**src/hw/rtl/mah_pkg.sv**
```systemverilog
// ---------------------------------------------------------------------------
// mah_pkg
// Shared types, widths and CORDIC angle table for the averaging compass.
// ---------------------------------------------------------------------------
`default_nettype none
package mah_pkg;
  localparam int unsigned SampleW = 16;
  localparam int unsigned AvgW = 20;
  localparam int unsigned HeadW = 16;
  localparam int unsigned CordicSteps = 20;
  localparam int unsigned CordicW = 48;
  localparam int unsigned AngW = 32;
  localparam int unsigned CfgIdxW = 1;

  localparam logic [CfgIdxW-1:0] CfgFlipXy = 1'b0;
  localparam logic [CfgIdxW-1:0] CfgDecl = 1'b1;

  typedef struct packed {
    logic start;
    logic busy;
    logic done;
  } lane_ctl_t;

  function automatic logic signed [AngW-1:0] atan_entry(input logic [4:0] idx);
    logic signed [AngW-1:0] v;
    case (idx)
      5'd0: v = 32'sd18432000;
      5'd1: v = 32'sd10881045;
      5'd2: v = 32'sd5749245;
      5'd3: v = 32'sd2918407;
      5'd4: v = 32'sd1464867;
      5'd5: v = 32'sd733147;
      5'd6: v = 32'sd366663;
      5'd7: v = 32'sd183343;
      5'd8: v = 32'sd91673;
      5'd9: v = 32'sd45837;
      5'd10: v = 32'sd22918;
      5'd11: v = 32'sd11459;
      5'd12: v = 32'sd5730;
      5'd13: v = 32'sd2865;
      5'd14: v = 32'sd1432;
      5'd15: v = 32'sd716;
      5'd16: v = 32'sd358;
      5'd17: v = 32'sd179;
      5'd18: v = 32'sd90;
      5'd19: v = 32'sd45;
      default: v = '0;
    endcase
    return v;
  endfunction
endpackage
`default_nettype wire

```
**src/hw/rtl/mah_ram.sv**
```systemverilog
// ---------------------------------------------------------------------------
// mah_ram
// Generic single-port RAM with registered read.
// ---------------------------------------------------------------------------
`default_nettype none
module mah_ram #(
  parameter int unsigned Width = 16,
  parameter int unsigned Depth = 8
) (
  input  wire                             clk_i,
  input  wire                             we_i,
  input  wire [$clog2(Depth+1)-1:0]       addr_i,
  input  wire [Width-1:0]                 wdata_i,
  output logic [Width-1:0]                rdata_o
);
  localparam int unsigned AW = (Depth > 1) ? $clog2(Depth) : 1;
  logic [Width-1:0] mem [Depth];
  logic [AW-1:0] a;
  assign a = addr_i[AW-1:0];
  always_ff @(posedge clk_i) begin
    if (we_i) begin
      mem[a] <= wdata_i;
    end
    rdata_o <= mem[a];
  end
endmodule
`default_nettype wire

```
**src/hw/rtl/mah_div_lane.sv**
```systemverilog
// ---------------------------------------------------------------------------
// mah_div_lane
// One averaging lane: restoring divide of a scaled axis sum by the fill count,
// truncated toward zero.
// ---------------------------------------------------------------------------
`default_nettype none
module mah_div_lane #(
  parameter int unsigned SumW = 22,
  parameter int unsigned CntW = 4
) (
  input  wire                    clk_i,
  input  wire                    rst_ni,
  input  wire                    start_i,
  input  wire signed [SumW-1:0]  sum_i,
  input  wire [CntW-1:0]         cnt_i,
  output logic signed [mah_pkg::AvgW-1:0] avg_o,
  output logic                   done_o
);
  import mah_pkg::*;
  localparam int unsigned NW = SumW + 4;
  localparam int unsigned StW = $clog2(NW + 1);

  logic [NW-1:0] num_q, num_d;
  logic [CntW:0] rem_q, rem_d;
  logic [StW-1:0] step_q, step_d;
  logic neg_q, neg_d, busy_q, busy_d, done_q, done_d;
  logic [CntW+1:0] trial;
  logic [NW-1:0] q_signed;

  assign trial = {rem_q, num_q[NW-1]} - {2'b0, cnt_i};

  always_comb begin
    num_d = num_q; rem_d = rem_q; step_d = step_q;
    neg_d = neg_q; busy_d = busy_q; done_d = 1'b0;
    if (start_i) begin
      num_d = (NW)'($unsigned(sum_i[SumW-1] ? -$signed({{4{sum_i[SumW-1]}}, sum_i})
                                            : $signed({{4{sum_i[SumW-1]}}, sum_i}))) << 4;
      rem_d = '0;
      step_d = '0;
      neg_d = sum_i[SumW-1];
      busy_d = 1'b1;
    end else if (busy_q) begin
      if (!trial[CntW+1]) begin
        rem_d = trial[CntW:0];
        num_d = {num_q[NW-2:0], 1'b1};
      end else begin
        rem_d = {rem_q[CntW-1:0], num_q[NW-1]};
        num_d = {num_q[NW-2:0], 1'b0};
      end
      step_d = step_q + 1'b1;
      if (step_q == StW'(NW - 1)) begin
        busy_d = 1'b0;
        done_d = 1'b1;
      end
    end
  end

  always_ff @(posedge clk_i or negedge rst_ni) begin
    if (!rst_ni) begin
      busy_q <= 1'b0;
      done_q <= 1'b0;
      step_q <= '0;
    end else begin
      busy_q <= busy_d;
      done_q <= done_d;
      step_q <= step_d;
    end
  end

  always_ff @(posedge clk_i) begin
    num_q <= num_d;
    rem_q <= rem_d;
    neg_q <= neg_d;
  end

  assign q_signed = neg_q ? -num_q : num_q;
  assign avg_o = q_signed[AvgW-1:0];
  assign done_o = done_q;
endmodule
`default_nettype wire

```
**src/hw/rtl/mah_cordic.sv**
```systemverilog
// ---------------------------------------------------------------------------
// mah_cordic
// Iterative vectoring CORDIC: atan2(b, a) for b >= 0, in hundredths of a
// degree, one micro-rotation per cycle.
// ---------------------------------------------------------------------------
`default_nettype none
module mah_cordic #(
  parameter int unsigned SumW = 22
) (
  input  wire                   clk_i,
  input  wire                   rst_ni,
  input  wire                   start_i,
  input  wire signed [SumW-1:0] a_i,
  input  wire signed [SumW:0]   b_i,
  output logic signed [mah_pkg::HeadW:0] ang_o,
  output logic                  done_o
);
  import mah_pkg::*;
  logic signed [CordicW-1:0] cx_q, cx_d, cy_q, cy_d, ax, by;
  logic signed [AngW-1:0] z_q, z_d, zr;
  logic [4:0] i_q, i_d;
  logic busy_q, busy_d, done_q, done_d;

  // shift right by s, rounding toward zero
  function automatic logic signed [CordicW-1:0] shr_trunc(
    input logic signed [CordicW-1:0] v, input logic [4:0] s);
    logic signed [CordicW-1:0] bias;
    bias = v[CordicW-1] ? ((CordicW'(1) << s) - CordicW'(1)) : '0;
    return (v + bias) >>> s;
  endfunction

  assign ax = CordicW'(a_i) <<< 20;
  assign by = CordicW'(b_i) <<< 20;

  always_comb begin
    cx_d = cx_q; cy_d = cy_q; z_d = z_q; i_d = i_q; busy_d = busy_q; done_d = 1'b0;
    if (start_i) begin
      if (ax < 0) begin
        cx_d = by; cy_d = -ax; z_d = 32'sd36864000;
      end else begin
        cx_d = ax; cy_d = by; z_d = '0;
      end
      i_d = '0;
      busy_d = 1'b1;
    end else if (busy_q) begin
      if (cy_q > 0) begin
        cx_d = cx_q + shr_trunc(cy_q, i_q);
        cy_d = cy_q - shr_trunc(cx_q, i_q);
        z_d = z_q + atan_entry(i_q);
      end else begin
        cx_d = cx_q - shr_trunc(cy_q, i_q);
        cy_d = cy_q + shr_trunc(cx_q, i_q);
        z_d = z_q - atan_entry(i_q);
      end
      i_d = i_q + 1'b1;
      if (i_q == 5'(CordicSteps - 1)) begin
        busy_d = 1'b0;
        done_d = 1'b1;
      end
    end
  end

  always_ff @(posedge clk_i or negedge rst_ni) begin
    if (!rst_ni) begin
      busy_q <= 1'b0;
      done_q <= 1'b0;
      i_q <= '0;
    end else begin
      busy_q <= busy_d;
      done_q <= done_d;
      i_q <= i_d;
    end
  end

  always_ff @(posedge clk_i) begin
    cx_q <= cx_d;
    cy_q <= cy_d;
    z_q <= z_d;
  end

  assign zr = (z_q + 32'sd2048) / 32'sd4096;
  assign ang_o = zr[HeadW:0];
  assign done_o = done_q;
endmodule
`default_nettype wire

```
**src/hw/rtl/magnetometer_average_heading_top.sv**
```systemverilog
// ---------------------------------------------------------------------------
// magnetometer_average_heading_top
// Moving-average compass: per-axis sample ring, three divide lanes and a
// CORDIC heading unit merged into one result word.
// ---------------------------------------------------------------------------
// channel   | handshake          | payload
// in        | in_valid/in_ready  | req_type, x/y/z high and low bytes
// out       | out_valid/out_ready| avg_x/y/z, heading_cdeg, ring_empty
// cfg       | cfg_valid/cfg_ready| cfg_index, cfg_data
// A push steps through a ring read, then a sum update. A read gives its word
// once the SumW+4 steps of the divide lanes and the 20-step CORDIC beside
// them have finished and the output register is free; no word is taken
// before then. Reset clears pointers, sums and config; ring contents stay
// undefined. The result waits in the output register while further words
// are taken; only a read finishing with that word still unaccepted stalls.
// ---------------------------------------------------------------------------
`default_nettype none
module magnetometer_average_heading_top #(
  parameter int unsigned DEPTH = 8
) (
  input  wire        clk_i,
  input  wire        rst_ni,
  input  wire        in_valid,
  output logic       in_ready,
  input  wire        req_type_i,
  input  wire [7:0]  x_high_i,
  input  wire [7:0]  x_low_i,
  input  wire [7:0]  y_high_i,
  input  wire [7:0]  y_low_i,
  input  wire [7:0]  z_high_i,
  input  wire [7:0]  z_low_i,
  output logic       out_valid,
  input  wire        out_ready,
  output logic signed [mah_pkg::AvgW-1:0] avg_x_o,
  output logic signed [mah_pkg::AvgW-1:0] avg_y_o,
  output logic signed [mah_pkg::AvgW-1:0] avg_z_o,
  output logic [mah_pkg::HeadW-1:0] heading_cdeg_o,
  output logic       ring_empty_o,
  input  wire        cfg_valid,
  output logic       cfg_ready,
  input  wire [mah_pkg::CfgIdxW-1:0] cfg_index,
  input  wire [15:0] cfg_data
);
  import mah_pkg::*;
  localparam int unsigned CntW = $clog2(DEPTH + 1);
  localparam int unsigned SumW = 16 + $clog2(DEPTH + 1);
  localparam logic [2:0] StIdle = 3'd0, StPushRd = 3'd1, StPushWr = 3'd2,
                         StRead = 3'd3;

  logic [2:0] st_q, st_d;
  logic [CntW-1:0] slot_q, slot_d;
  logic full_q, full_d;
  logic signed [SumW-1:0] sum_q [3];
  logic signed [SumW-1:0] sum_d [3];
  logic flip_q;
  logic signed [15:0] decl_q;
  logic [47:0] smp_q, rd;
  logic [CntW-1:0] cnt;
  logic ram_we;
  logic start;
  logic signed [SumW-1:0] sx, sy;
  logic signed [AvgW-1:0] lane_avg [3];
  logic [2:0] lane_done;
  logic [2:0] lane_seen_q, lane_seen_d;
  logic cor_done, cor_seen_q, cor_seen_d;
  logic signed [HeadW:0] cor_ang;
  logic signed [HeadW+1:0] ang, decl, h;
  logic out_valid_q, out_valid_d;
  logic out_load;
  lane_ctl_t ctl;

  assign cnt = full_q ? CntW'(DEPTH) : slot_q;
  assign in_ready = (st_q == StIdle);
  assign cfg_ready = 1'b1;
  assign ram_we = (st_q == StPushRd);

  mah_ram #(.Width(48), .Depth(DEPTH)) u_ring (
    .clk_i(clk_i), .we_i(ram_we), .addr_i(slot_q),
    .wdata_i(smp_q), .rdata_o(rd)
  );

  assign sx = flip_q ? sum_q[1] : sum_q[0];
  assign sy = flip_q ? sum_q[0] : sum_q[1];
  assign start = in_valid && in_ready && req_type_i;
  assign ctl.start = start;
  assign ctl.busy = (st_q == StRead);
  assign ctl.done = (&(lane_seen_q | lane_done)) && (cor_seen_q || cor_done);
  assign out_load = (st_q == StRead) && ctl.done && (!out_valid_q || out_ready);

  for (genvar k = 0; k < 3; k++) begin : g_lane
    mah_div_lane #(.SumW(SumW), .CntW(CntW)) u_div (
      .clk_i(clk_i), .rst_ni(rst_ni), .start_i(ctl.start),
      .sum_i(k == 0 ? sx : (k == 1 ? sy : sum_q[2])), .cnt_i(cnt),
      .avg_o(lane_avg[k]), .done_o(lane_done[k])
    );
  end

  mah_cordic #(.SumW(SumW)) u_cordic (
    .clk_i(clk_i), .rst_ni(rst_ni), .start_i(ctl.start),
    .a_i(sy), .b_i(sx[SumW-1] ? -(SumW+1)'(sx) : (SumW+1)'(sx)),
    .ang_o(cor_ang), .done_o(cor_done)
  );

  always_comb begin
    st_d = st_q; slot_d = slot_q; full_d = full_q;
    lane_seen_d = lane_seen_q; cor_seen_d = cor_seen_q;
    out_valid_d = out_valid_q;
    for (int k = 0; k < 3; k++) sum_d[k] = sum_q[k];
    if (out_valid_q && out_ready) out_valid_d = 1'b0;
    unique case (st_q)
      StIdle: begin
        if (in_valid && in_ready) begin
          st_d = req_type_i ? StRead : StPushRd;
          lane_seen_d = '0;
          cor_seen_d = 1'b0;
        end
      end
      StPushRd: st_d = StPushWr;
      StPushWr: begin
        for (int k = 0; k < 3; k++) begin
          sum_d[k] = sum_q[k] + SumW'($signed(smp_q[47-16*k -: 16]))
                     - (full_q ? SumW'($signed(rd[47-16*k -: 16])) : '0);
        end
        if (slot_q == CntW'(DEPTH - 1)) begin
          slot_d = '0; full_d = 1'b1;
        end else begin
          slot_d = slot_q + 1'b1;
        end
        st_d = StIdle;
      end
      StRead: begin
        lane_seen_d = lane_seen_q | lane_done;
        cor_seen_d = cor_seen_q | cor_done;
        if (out_load) begin
          st_d = StIdle;
          out_valid_d = 1'b1;
        end
      end
      default: st_d = StIdle;
    endcase
  end

  always_ff @(posedge clk_i or negedge rst_ni) begin
    if (!rst_ni) begin
      st_q <= StIdle;
      slot_q <= '0;
      full_q <= 1'b0;
      for (int k = 0; k < 3; k++) sum_q[k] <= '0;
      flip_q <= 1'b0;
      decl_q <= '0;
      lane_seen_q <= '0;
      cor_seen_q <= 1'b0;
      out_valid_q <= 1'b0;
    end else begin
      st_q <= st_d;
      slot_q <= slot_d;
      full_q <= full_d;
      for (int k = 0; k < 3; k++) sum_q[k] <= sum_d[k];
      lane_seen_q <= lane_seen_d;
      cor_seen_q <= cor_seen_d;
      out_valid_q <= out_valid_d;
      if (cfg_valid && cfg_ready) begin
        unique case (cfg_index)
          CfgFlipXy: flip_q <= cfg_data[0];
          CfgDecl: decl_q <= $signed(cfg_data);
          default: ;
        endcase
      end
    end
  end

  always_ff @(posedge clk_i) begin
    if (in_valid && in_ready) begin
      smp_q <= {x_high_i, x_low_i, y_high_i, y_low_i, z_high_i, z_low_i};
    end
  end

  always_comb begin
    ang = '0;
    if (cnt != '0 && (sx != '0 || sy != '0)) begin
      ang = sx[SumW-1] ? (HeadW+2)'(cor_ang) : -(HeadW+2)'(cor_ang);
    end
    decl = (HeadW+2)'(decl_q);
    if (decl_q > 16'sd18000) decl = 18'sd18000;
    if (decl_q < -16'sd18000) decl = -18'sd18000;
    h = ang + decl;
    if (h < 0) h = h + 18'sd36000;
    else if (h > 18'sd36000) h = h - 18'sd36000;
  end

  always_ff @(posedge clk_i) begin
    if (out_load) begin
      avg_x_o <= (cnt == '0) ? '0 : lane_avg[0];
      avg_y_o <= (cnt == '0) ? '0 : lane_avg[1];
      avg_z_o <= (cnt == '0) ? '0 : lane_avg[2];
      heading_cdeg_o <= h[HeadW-1:0];
      ring_empty_o <= (cnt == '0);
    end
  end

  assign out_valid = out_valid_q;

  logic unused;
  assign unused = ctl.busy;

  a_out_only_after_read: assert property (@(posedge clk_i) disable iff (!rst_ni)
    $rose(out_valid) |-> $past(st_q) == StRead)
    else $error("result without read");
  a_no_accept_busy: assert property (@(posedge clk_i) disable iff (!rst_ni)
    (st_q == StRead || st_q == StPushRd || st_q == StPushWr) |-> !in_ready)
    else $error("accept while busy");
  a_slot_range: assert property (@(posedge clk_i) disable iff (!rst_ni)
    slot_q < CntW'(DEPTH))
    else $error("slot out of range");
endmodule
`default_nettype wire

```
**config.mk**
```make
export PLATFORM = sky130hd
export DESIGN_NAME = magnetometer_average_heading_top
export DESIGN_NICKNAME = d
export VERILOG_FILES = /design/src/hw/rtl/mah_pkg.sv /design/src/hw/rtl/mah_ram.sv /design/src/hw/rtl/mah_div_lane.sv /design/src/hw/rtl/mah_cordic.sv /design/src/hw/rtl/magnetometer_average_heading_top.sv
export SDC_FILE = /design/constraint.sdc
export NUM_CORES = 2
export LEC_CHECK = 0
export ABC_CLOCK_PERIOD_IN_PS = 16500
export BUFFER_PORTS_ARGS = -buffer_cell sky130_fd_sc_hd__buf_2
export CAP_MARGIN = 25
export CORE_MARGIN = 4
export CORE_UTILIZATION = 43
export CTS_CLUSTER_DIAMETER = 120
export DETAILED_ROUTE_END_ITERATION = 6
export HOLD_SLACK_MARGIN = 0.06
export MAX_ROUTING_LAYER = met4
export SYNTH_ARGS = -nofsm -noshare
export SYNTH_HDL_FRONTEND = slang
export SYNTH_SLANG_ARGS = --single-unit
```
**constraint.sdc**
```tcl
create_clock -name clk_i -period 16.5 [get_ports clk_i]
set_clock_uncertainty 0.2 [all_clocks]
set_input_delay 3.3 -clock clk_i [delete_from_list [all_inputs] [get_ports clk_i]]
set_output_delay 3.3 -clock clk_i [all_outputs]
set_load 0.02 [all_outputs]
```
# Yosys cells after proc, flatten, opt, wreduce, memory -nomap -nowiden
# Memories as Yosys holds them, arrays and structs flattened. A register that Yosys moved wholly into a read port is not among the register bits.
# Index checks and enable logic that the tools add are counted.
[op_classes]
n_addsub = 37
order_cmp = 6
eq_ne = 10
shift = 3
n_mux = 97
n_bitwise = 4
reduce_logical = 28
[op_table]
columns = ["op", "n"]
rows = [
  ["$mux W48", 10],
  ["$mux W32", 9],
  ["$mux W20", 11],
  ["$add A48 B48 Y48", 4],
  ["$mux W24", 6],
  ["$neg A20 Y20", 6],
  ["$sshr A48 B5 Y48", 2],
  ["$sub A48 B48 Y48", 2],
  ["$mux W18", 4],
  ["$add A20 B20 Y20", 3],
  ["$sub A20 B20 Y20", 3],
  ["$mux W5", 11],
  ["$gt A48 B1 Y1 const B", 1],
  ["$neg A40 Y48", 1],
  ["$shl A1 B5 Y48 const A", 1],
  ["$sub A48 B1 Y48 const B", 1],
  ["$lt A40 B1 Y1 const B", 1],
  ["$reduce_bool A20 Y1", 2],
  ["$mux W1", 33],
  ["$add A32 B13 Y32 const B", 1],
  ["$add A32 B32 Y32", 1],
  ["$mux W16", 2],
  ["$sub A32 B32 Y32", 1],
  ["$mux W26", 1],
  ["other kinds (40)", 68],
]
[word_totals]
ff_bits = 461
ram_bits = 384
rom_bits = 1600
input_bits = 71
output_inout_bits = 80
memories = 3
[memory_table]
columns = ["name", "depth", "word_bits", "read_ports", "rd_clocked_by_memory_dff", "wr", "line_no", "text"]
rows = [
  ["(no name shown)", 32, 25, 1, 0, 0, "mah_pkg.sv:26", "case (idx)"],
  ["(no name shown)", 32, 25, 1, 0, 0, "mah_pkg.sv:26", ""],
  ["u_ring.mem", 8, 48, 1, 1, 1, "mah_ram.sv:17", "logic [Width-1:0] mem [Depth];"],
]

# Logic depth before layout (Yosys ltp)
[depth]
depth_word = 11
mapped_depth = 63
mapped_depth_nobuf = 52

# Modules after synthesis
# Synthesis repeated with hierarchy kept, for this count alone.
[hier_totals]
hier_cells = 7754
area_unflattened_um2 = 71049.4
[by_module_without_submodules]
columns = ["module", "instances", "cells_each", "area_per_inst_um2", "seq_area_each_um2"]
rows = [
  ["mah_cordic", 1, 4513, 32692.6, 4018.9],
  ["mah_ram", 1, 849, 15628.7, 12492.0],
  ["magnetometer_average_heading_top", 1, 1615, 15259.6, 5980.7],
  ["mah_div_lane at g_lane[0].u_div ...", 2, 254, 2476.1, 985.9],
  ["mah_div_lane at g_lane[2].u_div", 1, 269, 2516.2, 985.9],
]

# Least setup slack after synthesis
# No wires, ideal clock.
[synth_timing]
path_type = "register to register"
startpoint = "reg u_cordic.i_q[0]"
endpoint = "reg u_cordic.cy_q[47] (data pin)"
arrival_ns = 12.208
required_ns = 16.034
setup_slack_ns = 3.826
path_stages_with_launch = 58
path_buffers = 11
period_less_slack_ns = 12.674
path_cell_list = "dfrtp_1 -> clkbuf_1 -> inv_1 -> clkbuf_1 -> clkbuf_1 -> clkbuf_1 -> clkbuf_1 -> clkbuf_1 -> clkbuf_1 -> ha_1 -> clkbuf_1 -> nor2b_1 -> clkbuf_1 -> nand2_1 -> ha_1 -> clkbuf_1 -> o21a_1 -> nand2_1 -> [22 not listed] -> o21ai_0 -> xor2_1 -> ha_1 -> a21oi_1 -> o21bai_1 -> a21oi_1 -> nor3b_1 -> o211ai_1 -> a21o_1 -> a31o_2 -> a211o_1 -> a31oi_1 -> nor2_1 -> a221o_1 -> nand2b_1 -> a31oi_1 -> xnor3_1 -> nor2_1"
[synth_between]
elab_chain_len = 9
word_cells_on_any_way = 10
classes_between = "add/sub: 4; shift: 2; mux: 4"
[synth_lines]
columns = ["item", "line_no", "text"]
rows = [
  ["start: declaration", "mah_cordic.sv:21", "logic [4:0] i_q, i_d;"],
  ["start signal: assignment", "mah_cordic.sv:71", "i_q <= i_d;"],
  ["$shl A1 B5 Y48", "mah_cordic.sv:28", "bias = v[CordicW-1] ? ((CordicW'(1) << s) - CordicW'(1)) : '0;"],
  ["$sub A48 B1 Y48", "mah_cordic.sv:28", ""],
  ["$mux W48", "mah_cordic.sv:28", ""],
  ["$add A48 B48 Y48", "mah_cordic.sv:29", "return (v + bias) >>> s;"],
  ["$sshr A48 B5 Y48 *", "mah_cordic.sv:29", ""],
  ["$add A48 B48 Y48 or $sub A48 B48 Y48 (tied branches)", "mah_cordic.sv:52, mah_cordic.sv:48", ""],
  ["$mux W48 *", "mah_cordic.sv:46", "if (cy_q > 0) begin"],
  ["$mux W48 *", "mah_cordic.sv:45", "end else if (busy_q) begin"],
  ["$mux W48 *", "mah_cordic.sv:37", "if (start_i) begin"],
  ["via u_cordic.cy_d[47]", "mah_cordic.sv:19", "logic signed [CordicW-1:0] cx_q, cx_d, cy_q, cy_d, ax, by;"],
  ["end signal: assignment", "mah_cordic.sv:77", "cy_q <= cy_d;"],
  ["end: declaration", "mah_cordic.sv:19", ""],
]
# The timed path passes the listed nets; every way through them passes the cells marked *. The select of a mux whose other input is x is not followed.
# A chain may end at the register's enable or synchronous reset.

# Worst setup path in the final report
[layout_timing]
startpoint = "reg u_cordic.i_q[1]"
endpoint = "reg u_cordic.cx_q[46] (data pin)"
[layout_between]
elab_chain_len = 9
word_cells_on_any_way = 10
classes_between = "add/sub: 4; shift: 2; mux: 4"
[layout_lines]
columns = ["item", "line_no", "text"]
rows = [
  ["$shl A1 B5 Y48", "mah_cordic.sv:28", ""],
  ["$sub A48 B1 Y48", "mah_cordic.sv:28", ""],
  ["$mux W48", "mah_cordic.sv:28", ""],
  ["$add A48 B48 Y48", "mah_cordic.sv:29", ""],
  ["$sshr A48 B5 Y48 *", "mah_cordic.sv:29", ""],
  ["$sub A48 B48 Y48 or $add A48 B48 Y48 (tied branches)", "mah_cordic.sv:51, mah_cordic.sv:47", ""],
  ["$mux W48 *", "mah_cordic.sv:46", ""],
  ["$mux W48 *", "mah_cordic.sv:45", ""],
  ["$mux W48 *", "mah_cordic.sv:37", ""],
  ["via u_cordic.cx_d[46]", "mah_cordic.sv:19", ""],
  ["end signal: assignment", "mah_cordic.sv:76", "cx_q <= cx_d;"],
  ["end: declaration", "mah_cordic.sv:19", ""],
]
# Marks and branches as above.

==> impl_results.md <==
- Sequential share of the synthesized area: 36.8%
- Yosys Warn Count: 0
- HPWL after DPL: 219 mm
- Die Area: 0.167 mm²
- Nets: 8212
- Row count: 146
- DR vias/cell: 6.44
- Crit Path Class: reg -> reg
- Cells after Synth: 7729
- Status: finished, violations left
- FILL cells: 15300
- # IOs: 151
- Setup TNS: 0 ns
- Final setup vio count: 0
- CTS max path bufs: 3
- Max-cap viol count: 0
- Remaining DRCs: 8
- Final wirelength: 292 mm
- Post-synth top flop: edfxtp_1
- HP Start: u_ring.mem[3][18]
- Yosys cell types: 114
- Worst-path clk slew: 0.06 ns
- Worst path slowest cell: dfrtp_4
- HP Class: reg -> reg
- # hold bufs at CTS: 0
- Worst Setup SP: u_cordic.i_q[1]
- Synth cell count leaders: nor2_1 (799), edfxtp_1 (700), nand2_1 (659)
- Final period util: 86.0%
- Initial Utilization: 43.4%
- Total gr overflow: 0
- Share of the synthesized area in the top cell type: 30.4%
- CTS resizes: 0
- Port bufs: 149
- Clock H-tree levels: 3
- Min Hold Slack: 0.257 ns
- Crit-path max FO: 27
- Share of layout cells above drive strength 1: 8.82%
- Failing checks: DRC
- Final Max Slew Viols: 0
- Area grow syn2layout: 9.69%
- Avg Inst Size Synth: 8.94 µm²
- Required time of the critical path: 16.77 ns
- Initial drt markers: 7761
- Number of setup buffers added after CTS: 0
- Syn Std Cell Area: 0.0691 mm²
- Vias in the first global route: 60300
- Largest cells by area after synthesis: edfxtp_1 (30%), ha_1 (6.3%), nor2_1 (4.3%)
- Post-synth EDFFs: 700
- Routed length per instance: 29.3 µm
- Die width: 409 µm
- Sink Count: 892
- Post-Syn Nets: 8213
- Largest net degree at the start of global routing: 75
- Die Span Y: 409 µm
- Reg2reg start: u_cordic.i_q[1]
- CTS tree: yes
- Relative slew margins: 22.3%
- Slew @ Worst Pin: 1.14 ns
- Top cell type by total area after synthesis: edfxtp_1
- Core area: 0.159 mm²
- Yosys reg bits: 892
- Via count: 64200
- Final Hold Fails: 0
- RD Place Congestion: 1.06
- Setup crit end kind: register
- Min Tclk post-route: 14.19 ns
- Initial antenna violation count: 11
- Crit-path max cell delay: 0.69 ns
- Ys async rst share: 13.1%
- ANT nets after route: 0
- First-pass GRT wire length: 421 mm
- 1st-pass router iterations: 7
- Most used cell, CP: a21oi_1
- RSZ-0062 raised after global routing: no
- CTS buffer count: 101
- Fmax: 70.5 MHz
- Worst Setup Start Kind: register
- CTS root buf: clkbuf_16
- CP arrival: 14.46 ns
- Count leader, synth: nor2_1
- Clk_lat worst skew: 0.74 ns
- Total Routing Usage GR: 34.6%
## per-layer routing
layer | vias to the layer above | global-route usage (%) | routed length (µm)
met5 | - | - | 0
met4 | 0 | 18.1 | 18900
met3 | 816 | 5.79 | 23100
met2 | 3184 | 53.2 | 131000
met1 | 31400 | 43.9 | 119000
li1 | 28800 | - | -
## registers in the layout, summed over array words and instances (netlist names), 32 cells and up
signal,flops
u_ring.mem,384
u_cordic.z_q,32
u_ring.rdata_o,48
g_lane.u_div.num_q,72
u_cordic.cx_q,48
u_cordic.cy_q,48
sum_q,60
smp_q,48
## per-stage QoR
| stage | setup slack, ns | instance area, µm² | util [%] | cells |
|---|---|---|---|---|
| after floorplan | 3.83 | 69100 | - | 7729 |
| after global routing | 1.43 | 75800 | 47.6 | 9965 |
| after detailed placement | 2.89 | 72400 | 45.5 | 9770 |
| after CTS | 2.85 | 75700 | 47.6 | 9959 |
| after global placement | 3.10 | 72300 | 45.4 | 9762 |
| final | 2.31 | 75800 | 47.6 | 9968 |
## worst paths after layout
check / to / slack (ns) / cells past startpoint
max in group asynchronous: sum_q[4] / 12.34 / 2
hold / removal: u_ring.rdata_o[18] / 0.26 / 2
min in group asynchronous: decl_q[10] / 2.35 / 1
setup reg to reg: u_cordic.cx_q[46] / 2.31 / 45
setup / recovery: u_cordic.cx_q[46] / 2.31 / 45
hold reg to reg: u_ring.rdata_o[18] / 0.26 / 2
## worst max-delay path: cells and delay by family, from the launching register on
kind / cells / cell delay, ns
AOI/OAI and AO/OA: 21 / 5.95
xor gates and xnor gates: 3 / 0.60
adders and majority gates: 4 / 1.81
buffers and inverters: 2 / 0.58
DFF: 1 / 0.69
muxes: 1 / 0.48
and+or+nand+nor: 14 / 3.52
## cells by family (layout without fill, tap and decap cells)
family          count (synthesis)  after routing  share of synthesized area, %
other cells                     1              9                       0.00543
simple gates                 2625           2625                          18.2
fa+ha+maj                     416            416                          8.24
compound gates               2253           2253                          21.9
buf+inv                       811            896                          4.49
flops                         892            892                          36.8
mux                           204            204                          3.60
xor+xnor                      527            527                          6.70
## cell type report
cell class              instances  area (µm²)  share of cell area [%]
clock buffers                 138        2830                    3.73
inverters                     386        1460                    1.92
multi-input cells            6026       40700                    53.7
flip-flops and latches        892       25500                    33.6
diodes                          8        20.0                  0.0264
well taps                    2146        2690                    3.54
clock inverters                51         558                   0.736
repair buffers                321        2040                    2.69
## cells in the final DEF (no fill, tap or decap), drive strengths merged, types with 39 or more instances in the layout
| cell | count |
|---|---|
| buf | 321 |
| o31ai | 80 |
| inv | 387 |
| a21o | 122 |
| o21ai | 491 |
| edfxtp | 700 |
| o211ai | 82 |
| clkbuf | 138 |
| ha | 347 |
| a211o | 46 |
| dfxtp | 75 |
| and2 | 135 |
| nand4 | 141 |
| a21oi | 457 |
| o21a | 76 |
| a31oi | 92 |
| xnor2 | 267 |
| xor2 | 259 |
| nand2 | 660 |
| mux2i | 137 |
| nand3 | 221 |
| a211oi | 114 |
| or3 | 71 |
| nor2b | 54 |
| fa | 66 |
| a22oi | 215 |
| a21boi | 39 |
| nor4 | 72 |
| nor2 | 799 |
| nand2b | 63 |
| and3 | 61 |
| nor3 | 193 |
| dfrtp | 117 |
Power is left out: the tool's default activity adds up to more than one toggle a clock period on the data nets, which glitch-free logic cannot reach.
